## config.mk

```make
export PLATFORM = sky130hd
export DESIGN_NAME = incubator_thermostat_turner
export DESIGN_NICKNAME = d
export VERILOG_FILES = /design/src/itt_pkg.sv /design/src/incubator_thermostat_turner.sv
export SDC_FILE = /design/constraint.sdc
export NUM_CORES = 1
export LEC_CHECK = 0
export ABC_CLOCK_PERIOD_IN_PS = 7600
export BUFFER_PORTS_ARGS = -buffer_cell sky130_fd_sc_hd__buf_2
export CORE_MARGIN = 2
export CORE_UTILIZATION = 30
export DETAILED_ROUTE_END_ITERATION = 8
export HOLD_SLACK_MARGIN = 0.08
export PLACE_DENSITY_LB_ADDON = 0.3
export SLEW_MARGIN = 20
export SYNTH_ARGS = -nofsm -noshare
export SYNTH_HDL_FRONTEND = slang
export SYNTH_SLANG_ARGS = --single-unit
```

## constraint.sdc

```tcl
create_clock -name clk -period 7.6 [get_ports clk]
set_clock_uncertainty 0.1 [all_clocks]
set_input_delay 0 -clock clk [delete_from_list [all_inputs] [get_ports clk]]
set_output_delay 0 -clock clk [all_outputs]
set_load 0.02 [all_outputs]
```

## src/itt_pkg.sv

```systemverilog
// itt_pkg: shared constants and codes for the incubator thermostat and turner
// no dependencies; imported by incubator_thermostat_turner
`default_nettype none

package itt_pkg;

	// motor steps in one full revolution
	localparam int STEPS_PER_REV = 200;

	// fixed point scale: one converter count is 0.4883 degrees
	localparam int COUNT_SCALE   = 4883;
	localparam int DEGREE_SCALE  = 10000;

	localparam int HOURS_PER_DAY = 24;
	localparam int LAST_MINUTE   = 59;
	localparam int LAST_HOUR     = 23;

	// field widths
	localparam int TEMP_W   = 10;
	localparam int HOUR_W   = 5;
	localparam int MINUTE_W = 6;
	localparam int IDEAL_W  = 6;
	localparam int BAND_W   = 4;
	localparam int PERIOD_W = 5;
	localparam int STEPS_W  = 8;
	localparam int POS_W    = $clog2(STEPS_PER_REV);

	// configuration port
	localparam int CFG_IDX_W  = 3;
	localparam int CFG_DATA_W = 8;

	// scaled temperature widths
	localparam int TSCALED_W = TEMP_W + $clog2(COUNT_SCALE);
	localparam int DSCALED_W = IDEAL_W + 1 + $clog2(DEGREE_SCALE);
	localparam int CMP_W     = (TSCALED_W > DSCALED_W) ? TSCALED_W : DSCALED_W;

	// conditional subtracts needed to bring position plus steps below a revolution
	localparam int MOD_PASSES = (STEPS_PER_REV - 1 + 255) / STEPS_PER_REV;
	localparam int SUM_W      = STEPS_W + 1;

	typedef enum logic [CFG_IDX_W-1:0] {
		CFG_IDEAL_TEMP     = 3'd0,
		CFG_BAND           = 3'd1,
		CFG_TURN_PERIOD    = 3'd2,
		CFG_STEPS_PER_TURN = 3'd3,
		CFG_MANUAL_MODE    = 3'd4,
		CFG_MANUAL_HEATER  = 3'd5,
		CFG_MANUAL_COOLER  = 3'd6
	} cfg_index_t;

	typedef enum logic {
		OP_TICK      = 1'b0,
		OP_CLOCK_SET = 1'b1
	} op_t;

	typedef struct packed {
		logic [HOUR_W-1:0]   hour;
		logic [MINUTE_W-1:0] minute;
	} clock_time_t;

endpackage

`default_nettype wire

```

## src/incubator_thermostat_turner.sv

```systemverilog
// incubator_thermostat_turner: hysteresis heater/cooler control and egg turn scheduler
// depends on itt_pkg (constants, config codes, time struct)
// registered path: input register, then result register
// throughput: one request per cycle while out_ready is high; thermostat and turn state
// update as an item leaves the input register, so the next item already sees it
// reset: asynchronous, clears pipeline valids, flags, motor position and schedule,
// and loads configuration defaults
`default_nettype none

module incubator_thermostat_turner (
	input  wire logic                              clk,
	input  wire logic                              arst_n,

	input  wire logic                              cfg_write,
	input  wire logic [itt_pkg::CFG_IDX_W-1:0]     cfg_index,
	input  wire logic [itt_pkg::CFG_DATA_W-1:0]    cfg_data,

	input  wire logic                              in_valid,
	output logic                                   in_ready,
	input  wire logic                              operation,
	input  wire logic [itt_pkg::TEMP_W-1:0]        temp_raw,
	input  wire logic [itt_pkg::HOUR_W-1:0]        hour,
	input  wire logic [itt_pkg::MINUTE_W-1:0]      minute,

	output logic                                   out_valid,
	input  wire logic                              out_ready,
	output logic                                   heater_on,
	output logic                                   cooler_on,
	output logic                                   turn_now,
	output logic [itt_pkg::STEPS_W-1:0]            turn_steps,
	output logic [itt_pkg::POS_W-1:0]              motor_position,
	output logic [itt_pkg::HOUR_W-1:0]             next_hour,
	output logic [itt_pkg::MINUTE_W-1:0]           next_minute
);
	import itt_pkg::*;

	// configuration registers
	logic [IDEAL_W-1:0]  ideal_temp_q;
	logic [BAND_W-1:0]   band_q;
	logic [PERIOD_W-1:0] turn_period_q;
	logic [STEPS_W-1:0]  steps_per_turn_q;
	logic                manual_mode_q;
	logic                manual_heater_q;
	logic                manual_cooler_q;

	// block state
	logic              heating_q;
	logic              cooling_q;
	logic [POS_W-1:0]  position_q;
	clock_time_t       turn_time_q;

	// input register
	logic                valid_s1;
	op_t                 operation_s1;
	logic [TEMP_W-1:0]   temp_raw_s1;
	clock_time_t         now_s1;

	// result register
	logic                out_valid_q;
	logic                heater_on_q;
	logic                cooler_on_q;
	logic                turn_now_q;
	logic [STEPS_W-1:0]  turn_steps_q;
	logic [POS_W-1:0]    position_out_q;
	clock_time_t         next_time_q;

	logic advance;
	logic fire_s1;

	// next values computed from the input register
	logic              heating_d;
	logic              cooling_d;
	logic              turn_hit;
	logic [POS_W-1:0]  position_d;
	clock_time_t       turn_time_d;
	clock_time_t       resched_time;

	logic [CMP_W-1:0]  temp_scaled;
	logic [CMP_W-1:0]  ideal_scaled;
	logic [CMP_W-1:0]  low_scaled;
	logic [CMP_W-1:0]  high_scaled;
	logic              low_valid;
	logic [IDEAL_W:0]  low_deg;
	logic [IDEAL_W:0]  high_deg;

	// (hour + period) mod 24, with the one-minute step back for a full-day period
	function automatic clock_time_t reschedule(input clock_time_t now,
			input logic [PERIOD_W-1:0] period);
		logic [HOUR_W:0]     sum;
		logic [HOUR_W-1:0]   h;
		logic [MINUTE_W-1:0] m;
		clock_time_t         r;
		sum = {1'b0, now.hour} + (HOUR_W+1)'(period);
		if (sum >= (HOUR_W+1)'(2 * HOURS_PER_DAY)) begin
			h = HOUR_W'(sum - (HOUR_W+1)'(2 * HOURS_PER_DAY));
		end else if (sum >= (HOUR_W+1)'(HOURS_PER_DAY)) begin
			h = HOUR_W'(sum - (HOUR_W+1)'(HOURS_PER_DAY));
		end else begin
			h = HOUR_W'(sum);
		end
		m = now.minute;
		if (period == PERIOD_W'(HOURS_PER_DAY)) begin
			if (m == '0) begin
				m = MINUTE_W'(LAST_MINUTE);
				h = (h == '0) ? HOUR_W'(LAST_HOUR) : h - HOUR_W'(1);
			end else begin
				m = m - MINUTE_W'(1);
			end
		end
		r.hour   = h;
		r.minute = m;
		return r;
	endfunction

	function automatic logic [POS_W-1:0] advance_position(input logic [POS_W-1:0] pos,
			input logic [STEPS_W-1:0] steps);
		logic [SUM_W-1:0] acc;
		acc = SUM_W'(pos) + SUM_W'(steps);
		for (int i = 0; i < MOD_PASSES; i++) begin
			if (acc >= SUM_W'(STEPS_PER_REV)) begin
				acc = acc - SUM_W'(STEPS_PER_REV);
			end
		end
		return POS_W'(acc);
	endfunction

	assign advance  = !out_valid_q || out_ready;
	assign in_ready = !valid_s1 || advance;
	assign fire_s1  = valid_s1 && advance;

	// configuration writes
	always_ff @(posedge clk or negedge arst_n) begin
		if (!arst_n) begin
			ideal_temp_q     <= IDEAL_W'(30);
			band_q           <= BAND_W'(5);
			turn_period_q    <= PERIOD_W'(6);
			steps_per_turn_q <= STEPS_W'(50);
			manual_mode_q    <= 1'b0;
			manual_heater_q  <= 1'b0;
			manual_cooler_q  <= 1'b0;
		end else if (cfg_write) begin
			unique case (cfg_index)
				CFG_IDEAL_TEMP:     ideal_temp_q     <= cfg_data[IDEAL_W-1:0];
				CFG_BAND:           band_q           <= cfg_data[BAND_W-1:0];
				CFG_TURN_PERIOD:    turn_period_q    <= cfg_data[PERIOD_W-1:0];
				CFG_STEPS_PER_TURN: steps_per_turn_q <= cfg_data[STEPS_W-1:0];
				CFG_MANUAL_MODE:    manual_mode_q    <= cfg_data[0];
				CFG_MANUAL_HEATER:  manual_heater_q  <= cfg_data[0];
				CFG_MANUAL_COOLER:  manual_cooler_q  <= cfg_data[0];
				default: begin
				end
			endcase
		end
	end

	// temperature compare in exact fixed point: raw*4883 against degrees*10000
	always_comb begin
		low_valid    = ideal_temp_q > IDEAL_W'(band_q);
		low_deg      = (IDEAL_W+1)'(ideal_temp_q) - (IDEAL_W+1)'(band_q);
		high_deg     = (IDEAL_W+1)'(ideal_temp_q) + (IDEAL_W+1)'(band_q);
		temp_scaled  = CMP_W'(temp_raw_s1) * CMP_W'(COUNT_SCALE);
		ideal_scaled = CMP_W'(ideal_temp_q) * CMP_W'(DEGREE_SCALE);
		low_scaled   = CMP_W'(low_deg) * CMP_W'(DEGREE_SCALE);
		high_scaled  = CMP_W'(high_deg) * CMP_W'(DEGREE_SCALE);
	end

	always_comb begin
		heating_d    = heating_q;
		cooling_d    = cooling_q;
		position_d   = position_q;
		turn_time_d  = turn_time_q;
		resched_time = reschedule(now_s1, turn_period_q);
		turn_hit     = (now_s1 == turn_time_q);

		case (operation_s1)
			OP_CLOCK_SET: begin
				turn_hit    = 1'b0;
				turn_time_d = resched_time;
			end
			default: begin
				if (manual_mode_q) begin
					heating_d = manual_heater_q;
					cooling_d = manual_cooler_q;
				end else begin
					// ideal minus band below zero never sets the heater
					if (low_valid && temp_scaled < low_scaled) begin
						heating_d = 1'b1;
					end else if (temp_scaled >= ideal_scaled) begin
						heating_d = 1'b0;
					end
					if (temp_scaled > high_scaled) begin
						cooling_d = 1'b1;
					end else if (temp_scaled <= ideal_scaled) begin
						cooling_d = 1'b0;
					end
				end
				if (turn_hit) begin
					position_d  = advance_position(position_q, steps_per_turn_q);
					turn_time_d = resched_time;
				end
			end
		endcase
	end

	// input register
	always_ff @(posedge clk or negedge arst_n) begin
		if (!arst_n) begin
			valid_s1 <= 1'b0;
		end else if (in_ready) begin
			valid_s1 <= in_valid;
		end
	end

	always_ff @(posedge clk) begin
		if (in_ready && in_valid) begin
			operation_s1  <= op_t'(operation);
			temp_raw_s1   <= temp_raw;
			now_s1.hour   <= hour;
			now_s1.minute <= minute;
		end
	end

	// state update as the item leaves the input register
	always_ff @(posedge clk or negedge arst_n) begin
		if (!arst_n) begin
			heating_q   <= 1'b0;
			cooling_q   <= 1'b0;
			position_q  <= '0;
			turn_time_q <= '0;
		end else if (fire_s1) begin
			heating_q   <= heating_d;
			cooling_q   <= cooling_d;
			position_q  <= position_d;
			turn_time_q <= turn_time_d;
		end
	end

	// result register
	always_ff @(posedge clk or negedge arst_n) begin
		if (!arst_n) begin
			out_valid_q <= 1'b0;
		end else if (advance) begin
			out_valid_q <= valid_s1;
		end
	end

	always_ff @(posedge clk) begin
		if (fire_s1) begin
			heater_on_q    <= heating_d;
			cooler_on_q    <= cooling_d;
			turn_now_q     <= turn_hit;
			turn_steps_q   <= turn_hit ? steps_per_turn_q : '0;
			position_out_q <= position_d;
			next_time_q    <= turn_time_d;
		end
	end

	assign out_valid      = out_valid_q;
	assign heater_on      = heater_on_q;
	assign cooler_on      = cooler_on_q;
	assign turn_now       = turn_now_q;
	assign turn_steps     = turn_steps_q;
	assign motor_position = position_out_q;
	assign next_hour      = next_time_q.hour;
	assign next_minute    = next_time_q.minute;

endmodule

`default_nettype wire

```

* After elaboration in Yosys (flattened, before gate mapping)
Index checks and enable logic that the tools add are counted.
Word-level totals: word-level logic and storage cells 97, register bits after elaboration 101, bits of input ports 38
Operators by class: muxes and demuxes 24, equality and inequality tests 8, $lt $le $gt $ge 9, add/sub/neg operators 10, $mul 4, reduce and logical (&&, ||, !) cells 17
Operator list (number):
- $mul 7x10->17 const B | 2
- $mux 9 | 3
- $mux 5 | 5
- $mux 8 | 3
- $ge 23x20->1 | 1
- $gt 23x21->1 | 1
- $le 23x20->1 | 1
- $lt 23x21->1 | 1
- $mul 10x13->23 const B | 1
- $mux 11 | 2
- $ge 9x8->1 const B | 2
- $mul 6x10->16 const B | 1
- $reduce_and 2->1 | 7
- $mux 6 | 2
- $eq 11x11->1 | 1
- $sub 5x5->5 const B | 2
- $add 8x8->9 | 1
- $eq 3x3->1 const B | 3
- $mux 1 | 9
- $sub 9x8->9 const B | 1
- $sub 8x8->8 const B | 1
- $add 6x4->7 | 1
- $sub 6x4->7 | 1
- $add 5x5->6 | 1
- other kinds (14) | 19

* Logic depth before layout (Yosys ltp)
depth in word-level cells 10, depth in mapped cells 31, depth with buffers taken out 31

* Least setup slack after synthesis
OpenSTA, ideal clock, no wires.
kind register -> register, from register ideal_temp_q[0], to register heating_q, period minus slack after synthesis 6.410 ns, arrival time 6.110 ns, path slack 1.190 ns, stages on the path, launching flop included 29, buffers on the path 0, library setup time 0.200 ns, path through dfrtp_1 > inv_1 > ha_1 > inv_1 > fa_1 > a21o_1 > a21oi_1 > xnor2_1 > ha_1 > ha_1 > inv_1 > fa_1 > inv_1 > fa_1 > ha_1 > inv_1 > a21oi_1 > o21ai_0 > a21oi_1 > o21a_1 > o21a_1 > or2_2 > ha_1 > nand2_1 > nor4_1 > o31ai_1 > a32o_1 > a221oi_1 > a22oi_1
On the way: word-level cells in the longest chain between the ends 7, elaborated cells between the ends (all ways) 11
RTL lines:
- start: declaration | RTL line incubator_thermostat_turner.sv:38 | logic [IDEAL_W-1:0] ideal_temp_q;
- start signal: assignment | RTL line incubator_thermostat_turner.sv:143 | CFG_IDEAL_TEMP: ideal_temp_q <= cfg_data[IDEAL_W-1:0];
- $sub 6x4->7 | RTL line incubator_thermostat_turner.sv:159 | low_deg = (IDEAL_W+1)'(ideal_temp_q) - (IDEAL_W+1)'(band_q);
- $mul 7x10->17 | RTL line incubator_thermostat_turner.sv:163 | low_scaled = CMP_W'(low_deg) * CMP_W'(DEGREE_SCALE);
- $lt 23x21->1 | RTL line incubator_thermostat_turner.sv:186 | if (low_valid && temp_scaled < low_scaled) begin
- $logic_and 1x1->1 | RTL line incubator_thermostat_turner.sv:186
- $mux 1 (*) | RTL line incubator_thermostat_turner.sv:186
- $mux 1 (*) | RTL line incubator_thermostat_turner.sv:181 | if (manual_mode_q) begin
- $mux 1 (*) | RTL line incubator_thermostat_turner.sv:175 | case (operation_s1)
- end signal: assignment | RTL line incubator_thermostat_turner.sv:231 | heating_q <= heating_d;
- end: declaration | RTL line incubator_thermostat_turner.sv:47 | logic heating_q;
Every way passes the cells marked *; elsewhere a longest branch is shown, timed or not. A chain may end at the register's enable or synchronous reset.

* Worst setup path after layout
from register ideal_temp_q[0], to register cooler_on_q, in the netlist cooler_on, data pin
On the way: word-level cells in the longest chain between the ends 6, elaborated cells between the ends (all ways) 9
RTL lines:
- $add 6x4->7 or $mul 6x10->16 (tied branches) | RTL line incubator_thermostat_turner.sv:160, incubator_thermostat_turner.sv:162
- $mul 7x10->17 or $le 23x20->1 (tied branches) | RTL line incubator_thermostat_turner.sv:164, incubator_thermostat_turner.sv:193
- $gt 23x21->1 or $mux 1 (tied branches) | RTL line incubator_thermostat_turner.sv:191, incubator_thermostat_turner.sv:193
- $mux 1 (*) | RTL line incubator_thermostat_turner.sv:191 | if (temp_scaled > high_scaled) begin
- $mux 1 (*) | RTL line incubator_thermostat_turner.sv:181
- $mux 1 (*) | RTL line incubator_thermostat_turner.sv:175
- via cooling_d | RTL line incubator_thermostat_turner.sv:72 | logic cooling_d;
- end signal: assignment | RTL line incubator_thermostat_turner.sv:250 | cooler_on_q <= cooling_d;
- end: declaration | RTL line incubator_thermostat_turner.sv:61 | logic cooler_on_q;
Mark *: on every way through the listed nets, which the timed path passes. The rest lies on a longest branch.

==> impl_summary.txt <==
----------------------------------------------------
[Synthesis]
  Post-Syn Area ... 0.01140 mm²
  Simple logic cell fraction of the synthesized area ... 0.1221
  Leading register cell type out of synthesis ... sky130_fd_sc_hd__edfxtp_1
  Fraction of registers with async set/reset ... 0.4851
  Area share of xor/xnor cells in the synthesized design ... 0.05529
  Post-synthesis compound-gate area fraction ... 0.1431
  Yosys top cell by area ... sky130_fd_sc_hd__ha_1
  Synth area leaders ... sky130_fd_sc_hd__ha_1, sky130_fd_sc_hd__edfxtp_1, sky130_fd_sc_hd__dfrtp_1
  Multiplexer fraction of the synthesized cell area ... 0.03214
  Unique masters post-synth ... 75
  Top cells by instance count after synthesis ... sky130_fd_sc_hd__ha_1, sky130_fd_sc_hd__inv_1, sky130_fd_sc_hd__nand2_1
  Leading cell type by number of instances after synthesis ... sky130_fd_sc_hd__ha_1
  Synth Instances ... 1,188
  Ys Warns ... 0
  Post-synthesis average cell area ... 9.600 µm²
  EDFF count, synth ... 52
  Portion of synthesized cell area occupied by the leading cell type ... 0.2666
  Flops & latches, synth ... between 100 and 150
  Post-synthesis share of cell area spent on full adders, half adders and majority gates ... 0.3421
  Post-synthesis sequential area ratio ... 0.2456
  Dominant combinational cell family by area after synthesis ... adder cells
  Synthesized net count ... 1,512

[STA]
  Pin slew with the least headroom to its limit ... 1.008 ns
  RSZ-0062 raised after global routing ... false
  Final count of negative-setup-slack endpoints ... 0
  Time the final worst path needs with I/O delays and setup ... 7.097 ns
  Achievable Freq ... 140.9 MHz
  Headroom to the max-slew limit ... 0.3278
  Final cycle utilization of the critical path ... 0.9338
  Count of endpoints failing hold in the final timing report ... 0
  Sum of negative setup slack ... 0 ns
  Count of pins over their slew limit ... 0

[CTS]
  Total CTS buffers ... 9
  Clock edge transition at the registers on the reported setup and hold paths ... about 0.070 ns
  Clk sink count ... about 100
  Buffer type at the clock tree root ... sky130_fd_sc_hd__clkbuf_16
  Buffers inserted during post-CTS setup optimization ... 0
  Clock tree buffer depth ... 2
  H-tree levels ... 3
  Clock tree from TritonCTS ... done
  Source-to-sink clock delay at the later pin of the worst-skew pair ... 0.37 ns

[Run]
  Number of maximum-capacitance violations ... 0

[Global routing]
  Global router's overall resource usage ... 0.1438
  Largest net degree at the start of global routing ... 50
  Via count of the first global-routing pass ... 8,775
  Antenna violations before repair ... 0
  Wire length of the first global-routing pass ... roughly 45,000 µm
  GR Overflow Total ... 0

[Die]
  Core Box Area ... 0.03758 mm²
  Die Area ... 0.03959 mm²
  Die Width ... 199.0 µm
  Initial Util ... 0.3035
  Num ports ... 70
  Chip Height ... slightly below 200 µm
  Row Count ... 71

[Critical path]
  Nature of the critical path endpoint ... flip-flop
  Register-to-register path setup slack ... 0.50 ns
  Worst r2r path cells ... 27
  Data arrival time at the worst-slack endpoint ... 7.12 ns
  Setup CP Type ... flip-flop to flip-flop
  Reg-to-Reg End ... cooler_on$_DFFE_PP_
  Buffering stage count on the worst path with inverters included ... 3
  Crit path max-delay cell type ... sky130_fd_sc_hd__fa_1
  Worst-path fanout max ... 6
  CP most frequent cell ... sky130_fd_sc_hd__ha_1
  Top delay family on crit path ... adder cells
  Kind of start point of the critical path ... flip-flop
  Largest stage delay on the critical path ... 0.55 ns
  Origin of the critical flop-to-flop path ... ideal_temp_q[0]$_DFFE_PN0P_
  WP data required ... between 7 and 8 ns

[Cells and area]
  Share of post-route cells with drive strength above 1 ... 0.1199
  # diodes ... 0
  P&R area growth vs syn ... 15.16%
  Final layout net count ... 1,628

[Detailed routing]
  ANT nets after route ... 0
  Initial drt markers ... 355
  Post-DR wirelength/cell ... 14.83 µm
  Routed via count ... 8,656
  Total iterations of the first detailed-routing run ... 4
  Final routed wirelength across all metal layers ... 26,990 µm
  Vias/cell ... around 4.8
  DRC violation count after routing ... 0

[Place]
  Half-perimeter wire length after detailed placement ... 22,220 µm
  Count of input and output buffers ... 69
  Placer Congestion ... 0.8251

[Hold path]
  Hold/Removal Path Class ... primary input to async pin

[Run status]
  Result of the run ... complete, no violations

----------------------------------------------------
-- routing by layer --
metal,share of wire,up-vias,global-route usage
met5,0,-,0
met4,0.015,0,0.03289
met3,0.029,23,0.01882
met2,0.46,116,0.2353
met1,0.50,4083,0.2012
li1,-,4434,-
-- worst reg2reg max path, delay by kind of cell, from the launching register on --
kind	cells	cell delay, ns
AO/OA/AOI/OAI	10	1.94
XOR/XNOR	1	0.31
adder cells (fa/ha/maj)	8	2.82
buffers and inverters	3	0.17
flip-flops	1	0.47
multiplexers	1	0.35
AND/OR/NAND/NOR	4	0.71
-- worst max path at each step --
stage / from / endpoint / depth (start not counted) / slack [ns]
after global routing: ideal_temp_q[0]$_DFFE_PN0P_ / cooler_on$_DFFE_PP_ / 27 / 0.03
after floorplan: ideal_temp_q[0]$_DFFE_PN0P_ / heating_q$_DFFE_PN0P_ / 28 / 1.19
after global placement: ideal_temp_q[1]$_DFFE_PN1P_ / cooler_on$_DFFE_PP_ / 29 / 0.65
final: ideal_temp_q[0]$_DFFE_PN0P_ / cooler_on$_DFFE_PP_ / 27 / 0.50
after detailed placement: ideal_temp_q[1]$_DFFE_PN1P_ / cooler_on$_DFFE_PP_ / 29 / 0.48
after CTS: ideal_temp_q[1]$_DFFE_PN1P_ / cooler_on$_DFFE_PP_ / 29 / 0.46
-- logic make-up after synthesis --
group / Yosys count
AOI/OAI and AO/OA: 244
xor gates and xnor gates: 72
adders and majority gates: 286
buffers and inverters: 176
DFF: 101
muxes: 33
and+or+nand+nor: 276
-- what timing repair did --
item,CTS,global route
hold buffers,47,0
setup endpoints to repair,0,1
resized for setup,0,1
hold endpoints to repair,88,0
-- layout by cell type, fill, tap and decap left out, types with 9 or more instances in the layout --
cell                              n
sky130_fd_sc_hd__o21ai_0         46
sky130_fd_sc_hd__nand4_1         13
sky130_fd_sc_hd__dfstp_2         11
sky130_fd_sc_hd__dfrtp_1         38
sky130_fd_sc_hd__nand2_1         76
sky130_fd_sc_hd__edfxtp_1        52
sky130_fd_sc_hd__xor2_1          16
sky130_fd_sc_hd__nor3_1          13
sky130_fd_sc_hd__o21bai_1        11
sky130_fd_sc_hd__ha_1           243
sky130_fd_sc_hd__dlygate4sd3_1   47
sky130_fd_sc_hd__nand2b_1        14
sky130_fd_sc_hd__a31oi_1         10
sky130_fd_sc_hd__buf_2           69
sky130_fd_sc_hd__inv_1          158
sky130_fd_sc_hd__mux2_2          29
sky130_fd_sc_hd__a21o_1          30
sky130_fd_sc_hd__xnor2_1         56
sky130_fd_sc_hd__and2_1          13
sky130_fd_sc_hd__clkbuf_16        9
sky130_fd_sc_hd__nor2_1          54
sky130_fd_sc_hd__nand3_1         28
sky130_fd_sc_hd__fa_1            43
sky130_fd_sc_hd__o21a_1          10
sky130_fd_sc_hd__nor2b_1         15
sky130_fd_sc_hd__a21oi_1         62
-- flip-flops by register name, indices dropped and copies added (netlist names) --
name	count
manual_mode_q	1
turn_period_q	5
position_q	8
now_s1	11
band_q	4
motor_position	8
next_minute	6
turn_time_q	11
cooling_q	1
heater_on	1
next_hour	5
operation_s1	1
manual_heater_q	1
temp_raw_s1	10
out_valid	1
manual_cooler_q	1
ideal_temp_q	6
valid_s1	1
turn_steps	8
steps_per_turn_q	8
turn_now	1
heating_q	1
cooler_on	1
-- area by class of cell --
cell class              count  area, µm²
clock inverters             7      68.82
repair buffers            122      860.8
well taps                 511      639.4
flip-flops and latches    101       2801
clock buffers               9      225.2
multi-input cells         911       7941
inverters                 159      596.8
fillers                  3814      24440
-- stage by stage --
step	cells	instance area [µm²]	utilization	hold WS [ns]	worst slack, ns
4_1_cts	1820	13120	0.3492	0.2193	0.4649
5_1_grt	1820	13130	0.3495	0.2351	0.03337
3_5_place_dp	1757	12360	0.3289	0.07809	0.4848
3_3_place_gp	1757	12360	0.3288	0.07643	0.6511
6_report	1820	13130	0.3495	0.1843	0.5033
2_1_floorplan	1188	11400	-	-0.3956	1.190
Power is left out: the tool's default activity adds up to more than one toggle a clock period on the data nets, which glitch-free logic cannot reach.
